==> src/sv/stda_pkg.sv <==
// ----------------------------------------------------------------------------
// stda_pkg
// Shared payload types, classification flags and constants for the scaled
// time delta accumulator.
// ----------------------------------------------------------------------------
package stda_pkg;

	localparam int unsigned SCALE_IN_FRAC = 16;
	localparam int unsigned SCALE_IN_W    = 17;
	localparam int unsigned DELTA_W       = 31;
	localparam int unsigned QUEUE_DEPTH   = 2;

	typedef struct packed {
		logic signed [31:0]      real_time;
		logic signed [31:0]      real_delta;
		logic signed [31:0]      world_time_now;
		logic [SCALE_IN_W-1:0]   speed_scale;
		logic                    freeze;
	} frame_t;

	typedef struct packed {
		logic [DELTA_W-1:0]      game_delta;
		logic signed [31:0]      game_time_out;
		logic signed [31:0]      visual_time_out;
		logic                    reanchored;
	} result_t;

	typedef struct packed {
		logic frozen;
		logic full_speed;
		logic hi_zero;
		logic delta_pos;
	} cls_t;

endpackage

==> src/sv/stda_front.sv <==
// ----------------------------------------------------------------------------
// stda_front
// Classifies an incoming frame: clamps the speed scale, takes negative deltas
// as zero, extends the timestamps and forms the scaled delta product.
// ----------------------------------------------------------------------------
module stda_front import stda_pkg::*; #(
	parameter int unsigned FRAC_BITS  = 16,
	parameter int unsigned TIME_WIDTH = 32
) (
	input  frame_t                             frame,
	output cls_t                               cls,
	output logic [TIME_WIDTH-1:0]              rtime,
	output logic [TIME_WIDTH-1:0]              world,
	output logic [DELTA_W-1:0]                 rdelta,
	output logic [DELTA_W+FRAC_BITS-1:0]       prod
);

	localparam int unsigned EXT_W  = FRAC_BITS + SCALE_IN_W;
	localparam int unsigned PROD_W = DELTA_W + FRAC_BITS;
	localparam logic [EXT_W-1:0] SCALE_ONE = EXT_W'(1) << FRAC_BITS;
	localparam logic [FRAC_BITS:0] SCALE_MIN =
		(FRAC_BITS+1)'(((65'd1 << FRAC_BITS) + 65'd10) / 65'd20);

	logic [EXT_W-1:0]        scale_ext;
	logic [FRAC_BITS-1:0]    scale_frac;
	logic [TIME_WIDTH+31:0]  rtime_sx;
	logic [TIME_WIDTH+31:0]  world_sx;

	always_comb begin
		scale_ext = (EXT_W'(frame.speed_scale) << FRAC_BITS) >> SCALE_IN_FRAC;
		if (scale_ext < EXT_W'(SCALE_MIN)) begin
			scale_frac = SCALE_MIN[FRAC_BITS-1:0];
		end else begin
			scale_frac = scale_ext[FRAC_BITS-1:0];
		end
	end

	assign rtime_sx = {{TIME_WIDTH{frame.real_time[31]}}, frame.real_time};
	assign world_sx = {{TIME_WIDTH{frame.world_time_now[31]}}, frame.world_time_now};
	assign rtime    = rtime_sx[TIME_WIDTH-1:0];
	assign world    = world_sx[TIME_WIDTH-1:0];
	assign rdelta   = frame.real_delta[31] ? '0 : frame.real_delta[DELTA_W-1:0];
	assign prod     = PROD_W'(rdelta) * PROD_W'(scale_frac);

	assign cls.frozen     = frame.freeze;
	assign cls.full_speed = (frame.speed_scale == '0) || (scale_ext >= SCALE_ONE);
	assign cls.hi_zero    = (prod[PROD_W-1:FRAC_BITS] == '0);
	assign cls.delta_pos  = (rdelta != '0);

endmodule

==> src/sv/stda_fifo.sv <==
// ----------------------------------------------------------------------------
// stda_fifo
// Short register queue that decouples frame classification from the
// accumulator so that each side can stall on its own.
// ----------------------------------------------------------------------------
module stda_fifo #(
	parameter int unsigned WIDTH = 8,
	parameter int unsigned DEPTH = 2
) (
	input  logic             clk,
	input  logic             arst_n,
	input  logic             push,
	input  logic [WIDTH-1:0] wdata,
	output logic             full,
	input  logic             pop,
	output logic             not_empty,
	output logic [WIDTH-1:0] rdata
);

	localparam int unsigned AW = (DEPTH > 1) ? $clog2(DEPTH) : 1;

	logic [WIDTH-1:0] mem_q [DEPTH];
	logic [AW-1:0]    wptr_q;
	logic [AW-1:0]    rptr_q;
	logic [AW:0]      count_q;
	logic             do_push;
	logic             do_pop;

	assign full      = (count_q == (AW+1)'(DEPTH));
	assign not_empty = (count_q != '0);
	assign do_push   = push && !full;
	assign do_pop    = pop && not_empty;
	assign rdata     = mem_q[rptr_q];

	always_ff @(posedge clk) begin
		if (do_push) begin
			mem_q[wptr_q] <= wdata;
		end
	end

	always_ff @(posedge clk or negedge arst_n) begin
		if (!arst_n) begin
			wptr_q  <= '0;
			rptr_q  <= '0;
			count_q <= '0;
		end else begin
			if (do_push) begin
				wptr_q <= (wptr_q == AW'(DEPTH-1)) ? '0 : wptr_q + 1'b1;
			end
			if (do_pop) begin
				rptr_q <= (rptr_q == AW'(DEPTH-1)) ? '0 : rptr_q + 1'b1;
			end
			if (do_push && !do_pop) begin
				count_q <= count_q + 1'b1;
			end else if (do_pop && !do_push) begin
				count_q <= count_q - 1'b1;
			end
		end
	end

endmodule

==> src/sv/stda_back.sv <==
// ----------------------------------------------------------------------------
// stda_back
// Keeps game time, visual time and the fractional remainder, applies one
// classified frame per cycle unless a held result is not yet taken, and holds the result in an output register.
// ----------------------------------------------------------------------------
module stda_back import stda_pkg::*; #(
	parameter int unsigned FRAC_BITS  = 16,
	parameter int unsigned TIME_WIDTH = 32
) (
	input  logic                          clk,
	input  logic                          arst_n,
	input  logic                          entry_valid,
	output logic                          entry_pop,
	input  cls_t                          cls,
	input  logic [TIME_WIDTH-1:0]         rtime,
	input  logic [TIME_WIDTH-1:0]         world,
	input  logic [DELTA_W-1:0]            rdelta,
	input  logic [DELTA_W+FRAC_BITS-1:0]  prod,
	output logic                          result_valid,
	input  logic                          result_ready,
	output result_t                       result
);

	localparam int unsigned PROD_W = DELTA_W + FRAC_BITS;

	logic                    running_q;
	logic [TIME_WIDTH-1:0]   game_time_q;
	logic [TIME_WIDTH-1:0]   visual_time_q;
	logic [FRAC_BITS-1:0]    frac_q;
	logic                    out_valid_q;
	result_t                 out_q;

	logic                    reanchor;
	logic [FRAC_BITS-1:0]    frac_base;
	logic [FRAC_BITS:0]      sum_lo;
	logic [DELTA_W-1:0]      gdelta;
	logic [FRAC_BITS-1:0]    frac_n;
	logic [TIME_WIDTH-1:0]   game_base;
	logic [TIME_WIDTH-1:0]   game_n;
	logic [TIME_WIDTH-1:0]   visual_n;
	logic [TIME_WIDTH+31:0]  game_zx;
	logic [TIME_WIDTH+31:0]  visual_zx;

	assign entry_pop = entry_valid && (!out_valid_q || result_ready);

	always_comb begin
		reanchor  = !running_q || (world != game_time_q);
		frac_base = reanchor ? '0 : frac_q;
		sum_lo    = {1'b0, prod[FRAC_BITS-1:0]} + {1'b0, frac_base};
		if (cls.frozen) begin
			gdelta = '0;
			frac_n = '0;
		end else if (cls.full_speed) begin
			gdelta = rdelta;
			frac_n = '0;
		end else if (cls.hi_zero && !sum_lo[FRAC_BITS] && cls.delta_pos) begin
			gdelta = DELTA_W'(1);
			frac_n = '0;
		end else begin
			gdelta = prod[PROD_W-1:FRAC_BITS] + DELTA_W'(sum_lo[FRAC_BITS]);
			frac_n = sum_lo[FRAC_BITS-1:0];
		end
		game_base = reanchor ? world : game_time_q;
		game_n    = game_base + TIME_WIDTH'(gdelta);
		visual_n  = reanchor ? rtime : visual_time_q + TIME_WIDTH'(gdelta);
		game_zx   = {32'b0, game_n};
		visual_zx = {32'b0, visual_n};
	end

	always_ff @(posedge clk or negedge arst_n) begin
		if (!arst_n) begin
			running_q     <= 1'b0;
			game_time_q   <= '0;
			visual_time_q <= '0;
			frac_q        <= '0;
			out_valid_q   <= 1'b0;
		end else begin
			if (entry_pop) begin
				running_q     <= 1'b1;
				game_time_q   <= game_n;
				visual_time_q <= visual_n;
				frac_q        <= frac_n;
				out_valid_q   <= 1'b1;
			end else if (result_ready) begin
				out_valid_q <= 1'b0;
			end
		end
	end

	always_ff @(posedge clk) begin
		if (entry_pop) begin
			out_q.game_delta      <= gdelta;
			out_q.game_time_out   <= game_zx[31:0];
			out_q.visual_time_out <= visual_zx[31:0];
			out_q.reanchored      <= reanchor;
		end
	end

	assign result_valid = out_valid_q;
	assign result       = out_q;

endmodule

==> src/sv/scaled_time_delta_accumulator.sv <==
// ----------------------------------------------------------------------------
// scaled_time_delta_accumulator
// Advances game and visual time by a speed-scaled frame delta, carrying the
// fractional remainder between frames and re-anchoring to world time.
// ----------------------------------------------------------------------------
// The block takes one frame per clock cycle while its queue is not full and
// returns one result per frame, in order. A frame is written into the queue,
// and its result is loaded from there into the output register once the back
// end is free to take it. The front end clamps the scale and forms the
// scaled product; a two-entry queue feeds the back end, whose update of
// remainder and game time sets the rate, so frames keep arriving while a
// result waits to be taken until the queue fills.
module scaled_time_delta_accumulator import stda_pkg::*; #(
	parameter int unsigned FRAC_BITS  = 16,
	parameter int unsigned TIME_WIDTH = 32
) (
	input  logic    clk,
	input  logic    arst_n,
	input  logic    frame_valid,
	output logic    frame_ready,
	input  frame_t  frame,
	output logic    result_valid,
	input  logic    result_ready,
	output result_t result
);

	localparam int unsigned PROD_W  = DELTA_W + FRAC_BITS;
	localparam int unsigned ENTRY_W = $bits(cls_t) + 2 * TIME_WIDTH + DELTA_W + PROD_W;

	cls_t                   f_cls;
	logic [TIME_WIDTH-1:0]  f_rtime;
	logic [TIME_WIDTH-1:0]  f_world;
	logic [DELTA_W-1:0]     f_rdelta;
	logic [PROD_W-1:0]      f_prod;

	cls_t                   b_cls;
	logic [TIME_WIDTH-1:0]  b_rtime;
	logic [TIME_WIDTH-1:0]  b_world;
	logic [DELTA_W-1:0]     b_rdelta;
	logic [PROD_W-1:0]      b_prod;

	logic [ENTRY_W-1:0]     q_wdata;
	logic [ENTRY_W-1:0]     q_rdata;
	logic                   q_full;
	logic                   q_not_empty;
	logic                   q_pop;

	stda_front #(
		.FRAC_BITS  (FRAC_BITS),
		.TIME_WIDTH (TIME_WIDTH)
	) u_front (
		.frame  (frame),
		.cls    (f_cls),
		.rtime  (f_rtime),
		.world  (f_world),
		.rdelta (f_rdelta),
		.prod   (f_prod)
	);

	assign q_wdata     = {f_cls, f_rtime, f_world, f_rdelta, f_prod};
	assign frame_ready = !q_full;

	stda_fifo #(
		.WIDTH (ENTRY_W),
		.DEPTH (QUEUE_DEPTH)
	) u_queue (
		.clk       (clk),
		.arst_n    (arst_n),
		.push      (frame_valid),
		.wdata     (q_wdata),
		.full      (q_full),
		.pop       (q_pop),
		.not_empty (q_not_empty),
		.rdata     (q_rdata)
	);

	assign {b_cls, b_rtime, b_world, b_rdelta, b_prod} = q_rdata;

	stda_back #(
		.FRAC_BITS  (FRAC_BITS),
		.TIME_WIDTH (TIME_WIDTH)
	) u_back (
		.clk          (clk),
		.arst_n       (arst_n),
		.entry_valid  (q_not_empty),
		.entry_pop    (q_pop),
		.cls          (b_cls),
		.rtime        (b_rtime),
		.world        (b_world),
		.rdelta       (b_rdelta),
		.prod         (b_prod),
		.result_valid (result_valid),
		.result_ready (result_ready),
		.result       (result)
	);

endmodule
==> config.mk <==
export PLATFORM = sky130hd
export DESIGN_NAME = scaled_time_delta_accumulator
export DESIGN_NICKNAME = d
export VERILOG_FILES = /design/src/sv/stda_pkg.sv /design/src/sv/stda_front.sv /design/src/sv/stda_fifo.sv /design/src/sv/stda_back.sv /design/src/sv/scaled_time_delta_accumulator.sv
export SDC_FILE = /design/constraint.sdc
export NUM_CORES = 2
export LEC_CHECK = 0
export ABC_AREA = 1
export BUFFER_PORTS_ARGS = -buffer_cell sky130_fd_sc_hd__buf_4
export CAP_MARGIN = 20
export CELL_PAD_IN_SITES_DETAIL_PLACEMENT = 1
export CELL_PAD_IN_SITES_GLOBAL_PLACEMENT = 1
export CORE_AREA = 2 2 321 323
export DETAILED_ROUTE_END_ITERATION = 16
export DIE_AREA = 0 0 323 325
export HOLD_SLACK_MARGIN = 0.15
export PLACE_DENSITY = 0.72
export REMOVE_ABC_BUFFERS = 1
export SLEW_MARGIN = 0
export SYNTH_ARGS = -nofsm -noshare
export SYNTH_HDL_FRONTEND = slang
export SYNTH_SLANG_ARGS = --single-unit
==> constraint.sdc <==
create_clock -name clk -period 8.2 [get_ports clk]
set_clock_uncertainty 0.15 [all_clocks]
set_input_delay 0.41 -clock clk [delete_from_list [all_inputs] [get_ports clk]]
set_output_delay 0.41 -clock clk [all_outputs]
set_load 0.05 [all_outputs]
# Yosys cells after proc, flatten, opt, wreduce, memory -nomap -nowiden
# Memories as Yosys holds them, arrays and structs flattened.
# Index checks and enable logic that the tools add are counted.
op_classes:
  n_reduce_logical: 22
  order_cmp: 2
  multipliers: 1
  n_eq_ne: 2
  add_sub_neg: 8
  n_mux: 19
ops:
  columns: ["op", "count"]
  rows:
  - ["31-bit two-way mux", 4]
  - ["16-bit two-way mux", 5]
  - ["32-bit by 31-bit adder with 32-bit output", 2]
  - ["32-bit two-way mux", 2]
  - ["31-bit by 16-bit multiplier with 47-bit output", 1]
  - ["32-bit inequality test", 1]
  - ["31-bit by 1-bit adder with 31-bit output", 1]
  - ["31-bit logical NOT", 1]
  - ["31-bit nonzero test", 1]
  - ["16-bit by 16-bit adder with 17-bit output", 1]
  - ["17-bit >= comparator, second input constant", 1]
  - ["17-bit logical NOT", 1]
  - ["17-bit by 12-bit less-than comparator with 1-bit output, second input constant", 1]
  - ["1-bit logical AND", 7]
  - ["1-bit logical NOT", 6]
  - ["1-bit two-way mux", 6]
  - ["2-bit nonzero test", 3]
  - ["2-bit two-way mux", 2]
  - ["1-bit logical OR", 3]
  - ["1-bit adder, second input constant", 2]
  - ["2-bit by 1-bit adder with 2-bit output, second input constant", 1]
  - ["2-bit == test, second input constant", 1]
  - ["2-bit by 1-bit subtractor with 2-bit output, second input constant", 1]
word_totals:
  output_inout_bits: 98
  in_bits: 118
  mem_count: 1
  ff_bits: 182
  ramBits: 292
  elab_cells: 67
memory_table:
  columns: ["name", "depth", "word_bits", "read_ports", "rd_ports_with_merged_regs", "wr", "line", "rtl"]
  rows:
  - ["u_queue.mem_q", 2, 146, 1, 0, 1, "stda_fifo.sv:22", "logic [WIDTH-1:0] mem_q [DEPTH];"]

# Logic depth before layout (Yosys ltp)
# An unclocked memory read counts as a cell.
logic_depth:
  depth_word: 13
  ltp_mapped: 47

# Modules after synthesis
# A second synthesis with hierarchy kept.
unflattened:
  cells_unflattened: 4858
  area_unflattened_um2: 40832.9
modules_own_cells:
  columns: ["mod", "area_each_um2", "cells_per_inst", "seq_area_each_um2", "n_inst"]
  rows:
  - ["stda_front", 17603.1, 2467, 0.0, 1]
  - ["stda_back", 12416.9, 1596, 4934.7, 1]
  - ["stda_fifo", 10809.1, 794, 8868.5, 1]
  - ["scaled_time_delta_accumulator", 3.8, 1, 0.0, 1]

# Worst setup path before layout
# Ideal clock, no wire load.
synth_path:
  kind: "reg2reg"
  startpoint: "register u_queue.count_q[0]"
  endpoint: "memory u_queue.mem_q[1][0] (netlist name) (enable)"
  arrival_time_ps: 7040
  required_time_ps: 7394
  setup_slack_ps: 354
  path_stages_with_launch: 5
  period_less_slack_ps: 7846
  setup_time_ps: 656
  n_path_buf: 0
  cell_sequence: "dfrtp_1 -> inv_1 -> nand2_1 -> nand2_1 -> nor2_1"
synth_via:
  elab_chain_len: 5
synth_rtl:
  columns: ["element", "line", "rtl"]
  rows:
  - ["from (decl)", "stda_fifo.sv:25", "logic [AW:0] count_q;"]
  - ["from (signal assigned)", "stda_fifo.sv:54", "count_q <= count_q + 1'b1;"]
  - ["from (signal assigned)", "stda_fifo.sv:56", "count_q <= count_q - 1'b1;"]
  - ["2-bit == test", "stda_fifo.sv:29", "assign full = (count_q == (AW+1)'(DEPTH));"]
  - ["1-bit logical NOT", null, null]
  - ["net frame_ready", "scaled_time_delta_accumulator.sv:20", "output logic frame_ready,"]
  - ["1-bit logical AND", "stda_fifo.sv:31", "assign do_push = push && !full;"]
  - ["1-bit two-way mux", "stda_fifo.sv:36", "if (do_push) begin"]
  - ["1-bit two-way mux (implied by the code)", "stda_fifo.sv:37", "mem_q[wptr_q] <= wdata;"]
  - ["to (decl)", "stda_fifo.sv:22", null]
# The timed path passes the listed nets, and every way through them passes these cells.

# Worst setup path in the final report
layout_path:
  startpoint: "register u_queue.rptr_q"
  endpoint: "register u_back.game_time_q[25]"
layout_via:
  elab_chain_len: 12
  word_cells_on_any_way: 14
layout_rtl:
  columns: ["element", "line", "rtl"]
  rows:
  - ["from (decl)", "stda_fifo.sv:24", "logic [AW-1:0] rptr_q;"]
  - ["from (signal assigned)", "stda_fifo.sv:51", "rptr_q <= (rptr_q == AW'(DEPTH-1)) ? '0 : rptr_q + 1'b1;"]
  - ["memory 2 x 146 bit (*)", null, null]
  - ["parallel branches: the longest is 9 deep, another holds 31-bit by 1-bit adder with 31-bit output", null, null]
  - ["31-bit two-way mux (*)", "stda_back.sv:50", "if (cls.frozen) begin"]
  - ["net u_back.gdelta[23]", "stda_back.sv:36", "logic [DELTA_W-1:0] gdelta;"]
  - ["32-bit by 31-bit adder with 32-bit output (*)", "stda_back.sv:64", "game_n = game_base + TIME_WIDTH'(gdelta);"]
  - ["net u_back.game_n[25]", "stda_back.sv:39", "logic [TIME_WIDTH-1:0] game_n;"]
  - ["to (signal assigned)", "stda_back.sv:80", "game_time_q <= game_n;"]
  - ["to (decl)", "stda_back.sv:27", "logic [TIME_WIDTH-1:0] game_time_q;"]
# Mark *: on every way through the listed nets, which the timed path passes.
# A chain may end at the register's enable or synchronous reset.

==> summary.txt <==
Route
  • DRC: 0
  • Routed Antenna Nets: 0
  • Total Wirelength: roughly 150 mm
  • Drt initial violations: 1734
  • Via-per-instance ratio: about 5.1
  • Wire per inst: 22.1 um
  • DRT Pass-1 Iters: 7
  • Vias: about 34000

Power and ir drop
  • Logic pwr share: 68.0%
  • Pint: 10.1 mW
  • PwrDens: 459 nW/um^2
  • Lkg Pwr: about 23 nW
  • Peak supply drop: 404 uV
  • NetSw: about 12 mW
  • Power share of the clock group: 10.9%
  • Sequential power share: 21.1%
  • Switching part of the total power: 53.3%

Clock tree
  • Clk slew on worst S/H paths: approximately 0.070 ns
  • Clock sink total: roughly 470
  • CTS Buf Count: 48
  • H-tree Lvls: 2
  • Clock root buffer: clkbuf_16
  • CTS Buffer Depth: 3
  • Clk_lat worst skew: around 0.62 ns
  • CTS tree: done

Final layout
  • Share of post-route cells with drive strength above 1: 9.72%
  • Most common cell after layout, fill and taps aside: nand2_1
  • # diodes: 0
  • Design Area, Final: between 40000 and 50000 um^2
  • Fillers: 12232
  • Most frequent cells in the layout: nand2_1 (1525), inv_1 (802), nor2_1 (496), fa_1 (407), edfxtp_1 (388)
  • Total Nets Final: 5956
  • Synthesis-to-finish area growth: 16.5%

Run
  • Max Cap Violations: 0

STA
  • Slew margin rel.: 28.0%
  • Slew at the pin with the worst max-slew slack: 1.08 ns
  • Share of the clock period used by the worst path: 93.5%
  • Final setup viols: 0
  • Unrepaired setup endpoints after global routing: no
  • Max-slew violation count: 0
  • Tmin final: between 7 and 8 ns
  • Max frequency: 0.130 GHz
  • Fin. Hold Viols: 0
  • Worst Slack Setup Final: approximately 0.54 ns

Synthesis
  • Seq/Total Area, Yosys: 34.1%
  • Mapped Cells: 4851
  • Register bit total from synthesis: about 470
  • Mapped Area: 40400 um^2
  • Synth unique cells: 44
  • Yosys Warn Count: 0
  • Syn avg cell area: 8.34 um^2

Worst setup path
  • Worst EP required: 8.57 ns
  • Critical-path top delay cell: a21oi_1
  • Worst Setup Start Kind: register
  • Crit Path Max Fanout: 21
  • Crit path top cell by count: nand2_1
  • CP max stage delay: 0.65 ns
  • Crit end category: register
  • Worst path arrival time: 8.03 ns
  • Worst setup path class: register to register

Die
  • Core Area: 101000 um^2
  • Boundary pin count: 216
  • Die width: 323 um
  • Core Rows: 117
  • Die H: around 330 um
  • Die area: 105000 um^2
  • Initial core utilization: between 30% and 40%

Global route
  • Vias in the first global route: 37642
  • Grt ovf: 0
  • First-pass GRT wire length: ~220 mm
  • Initial antenna violation count: 5
  • Overall Global Routing Usage: 28.1%
  • Largest net degree at the start of global routing: around 120

Hold path
  • Hold Path Class: input port to async pin

Outcome
  • Status: completed

Placed design
  • DP Area: around 45000 um^2
  • RePlAce Congestion: 0.941
  • Detailed Place HPWL: 118 mm
  • Input/output buffers: 215
  • Pre-CTS WS: -0.121 ns
==> power groups by stage <==
stage | clock (mW) | combinational (mW) | sequential (mW)
after CTS | 2.42 | 14.7 | 4.56
after global placement | 0 | 14.3 | 4.56
after global routing | 2.50 | 16.3 | 4.63
final | 2.37 | 14.7 | 4.55
after detailed placement | 0 | 14.6 | 4.60
after floorplan | 0 | 8.41 | 5.56
==> path summary, 6_finish.rpt <==
| path | from | end | slack, ns | depth (start not counted) |
|---|---|---|---|---|
| max | u_queue.rptr_q$_DFFE_PN0P_ | u_back.game_time_q[25]$_DFFE_PN0P_ | 0.54 | 39 |
| min | arst_n | u_back.frac_q[3]$_DFFE_PN0P_ | 0.18 | 2 |
| max reg2reg | u_queue.rptr_q$_DFFE_PN0P_ | u_back.game_time_q[25]$_DFFE_PN0P_ | 0.54 | 39 |
| min reg2reg | u_queue.count_q[0]$_DFFE_PN0P_ | u_queue.count_q[0]$_DFFE_PN0P_ | 0.34 | 1 |
| max in group asynchronous | arst_n | u_back.visual_time_q[1]$_DFFE_PN0P_ | 6.45 | 3 |
| min in group clk | frame[70] | u_queue.mem_q[1][67]$_DFFE_PP_ | 0.22 | 4 |
==> synthesized netlist by cell type (all sizes together) <==
library cell  count  area share (%)
o21a             19            0.35
nand3b           16            0.30
nand2b            1           0.015
and2             25            0.39
a21boi            2           0.037
nand4            49            0.76
mux2i             1           0.025
a21oi           154             1.9
a211oi            5           0.093
inv             808             7.5
nor2            504             4.7
xor2             66             1.4
o21ai           119             1.5
nor3b             1           0.031
o211ai           15            0.28
o21bai           15            0.28
fa              407              20
buf              27            0.38
nand2          1526              14
or2              20            0.31
nand3           170             2.1
a31o              1           0.022
clkinv           15            0.14
edfxtp          388              29
clkbuf           98            0.91
or3               1           0.015
dfrtp            86             5.3
ha              200             6.2
o22ai            12            0.19
xnor2            31            0.67
a31oi            10            0.15
a22oi             2           0.037
nor3             31            0.42
nor4             12            0.19
a21o             14            0.26
==> per-layer routing <==
| metal | part of all wire (%) | vias up | wire length (um) | track usage, % |
|---|---|---|---|---|
| met5 | 0 | - | 0 | 0 |
| met4 | 4.7 | 0 | 6900 | 11.6 |
| met3 | 4.5 | 284 | 6670 | 2.99 |
| met2 | 51 | 905 | 75200 | 51.3 |
| met1 | 39 | 17122 | 57900 | 33.5 |
| li1 | - | 15836 | - | - |
==> metrics by stage <==
step | hold slack [ns] | TNS [ns] | util [%] | instances | total power [mW]
after CTS | 0.172 | 0 | 46.5 | 6636 | 21.7
after global routing | 0.228 | 0 | 46.5 | 6638 | 23.5
final | 0.184 | 0 | 46.5 | 6638 | 21.6
after floorplan | -0.0356 | -650.51 | - | 4726 | 14.0
after detailed placement | 0.281 | -0.243 | 44.1 | 6478 | 19.2
after global placement | 0.264 | -0.0321 | 44.1 | 6478 | 18.9
==> critical path: cells and delay by family (launching register included) <==
family,cells,cell delay [ns]
adders and majority gates,4,1.00
and+or+nand+nor,27,3.93
DFF,1,0.54
buffers and inverters,4,0.66
AOI/OAI and AO/OA,3,0.93
xor gates and xnor gates,1,0.34
==> state kept, by name, indices dropped and copies added (netlist names) <==
name / cells
u_queue.mem_q: 292
u_back.frac_q: 16
u_back.result: 96
u_queue.wptr_q: 1
u_queue.rptr_q: 1
u_back.result_valid: 1
u_back.running_q: 1
u_back.visual_time_q: 32
u_queue.count_q: 2
u_back.game_time_q: 32
==> cells by family after synthesis <==
group | count (synthesis) | share of synthesized area [%]
compound gates | 368 | 5.08
mux | 1 | 0.0248
xor+xnor | 97 | 2.10
simple gates | 2356 | 23.4
fa+ha+maj | 607 | 26.3
buf+inv | 948 | 8.93
flops | 474 | 34.1
==> area by class of cell <==
cell class                 count  area [um^2]  share of cell area (%)
multi-input combinational   3429        23100                    49.1
sequential                   474        13800                    29.3
timing repair buffer         455         3710                    7.88
inverter                     823         3100                    6.57
tap                         1368         1710                    3.63
clock buffer                  58         1270                    2.70
clock inverter                31          403                   0.855
==> repair_timing <==
| item | in CTS | in global routing |
|---|---|---|
| setup buffers | 0 | 2 |
| endpoints found under the hold margin | 166 | 0 |
| resized for setup | 0 | 10 |
| hold buffers | 69 | 0 |
| endpoints found under the setup margin | 0 | 30 |
Power figures use the tool's default switching activity.
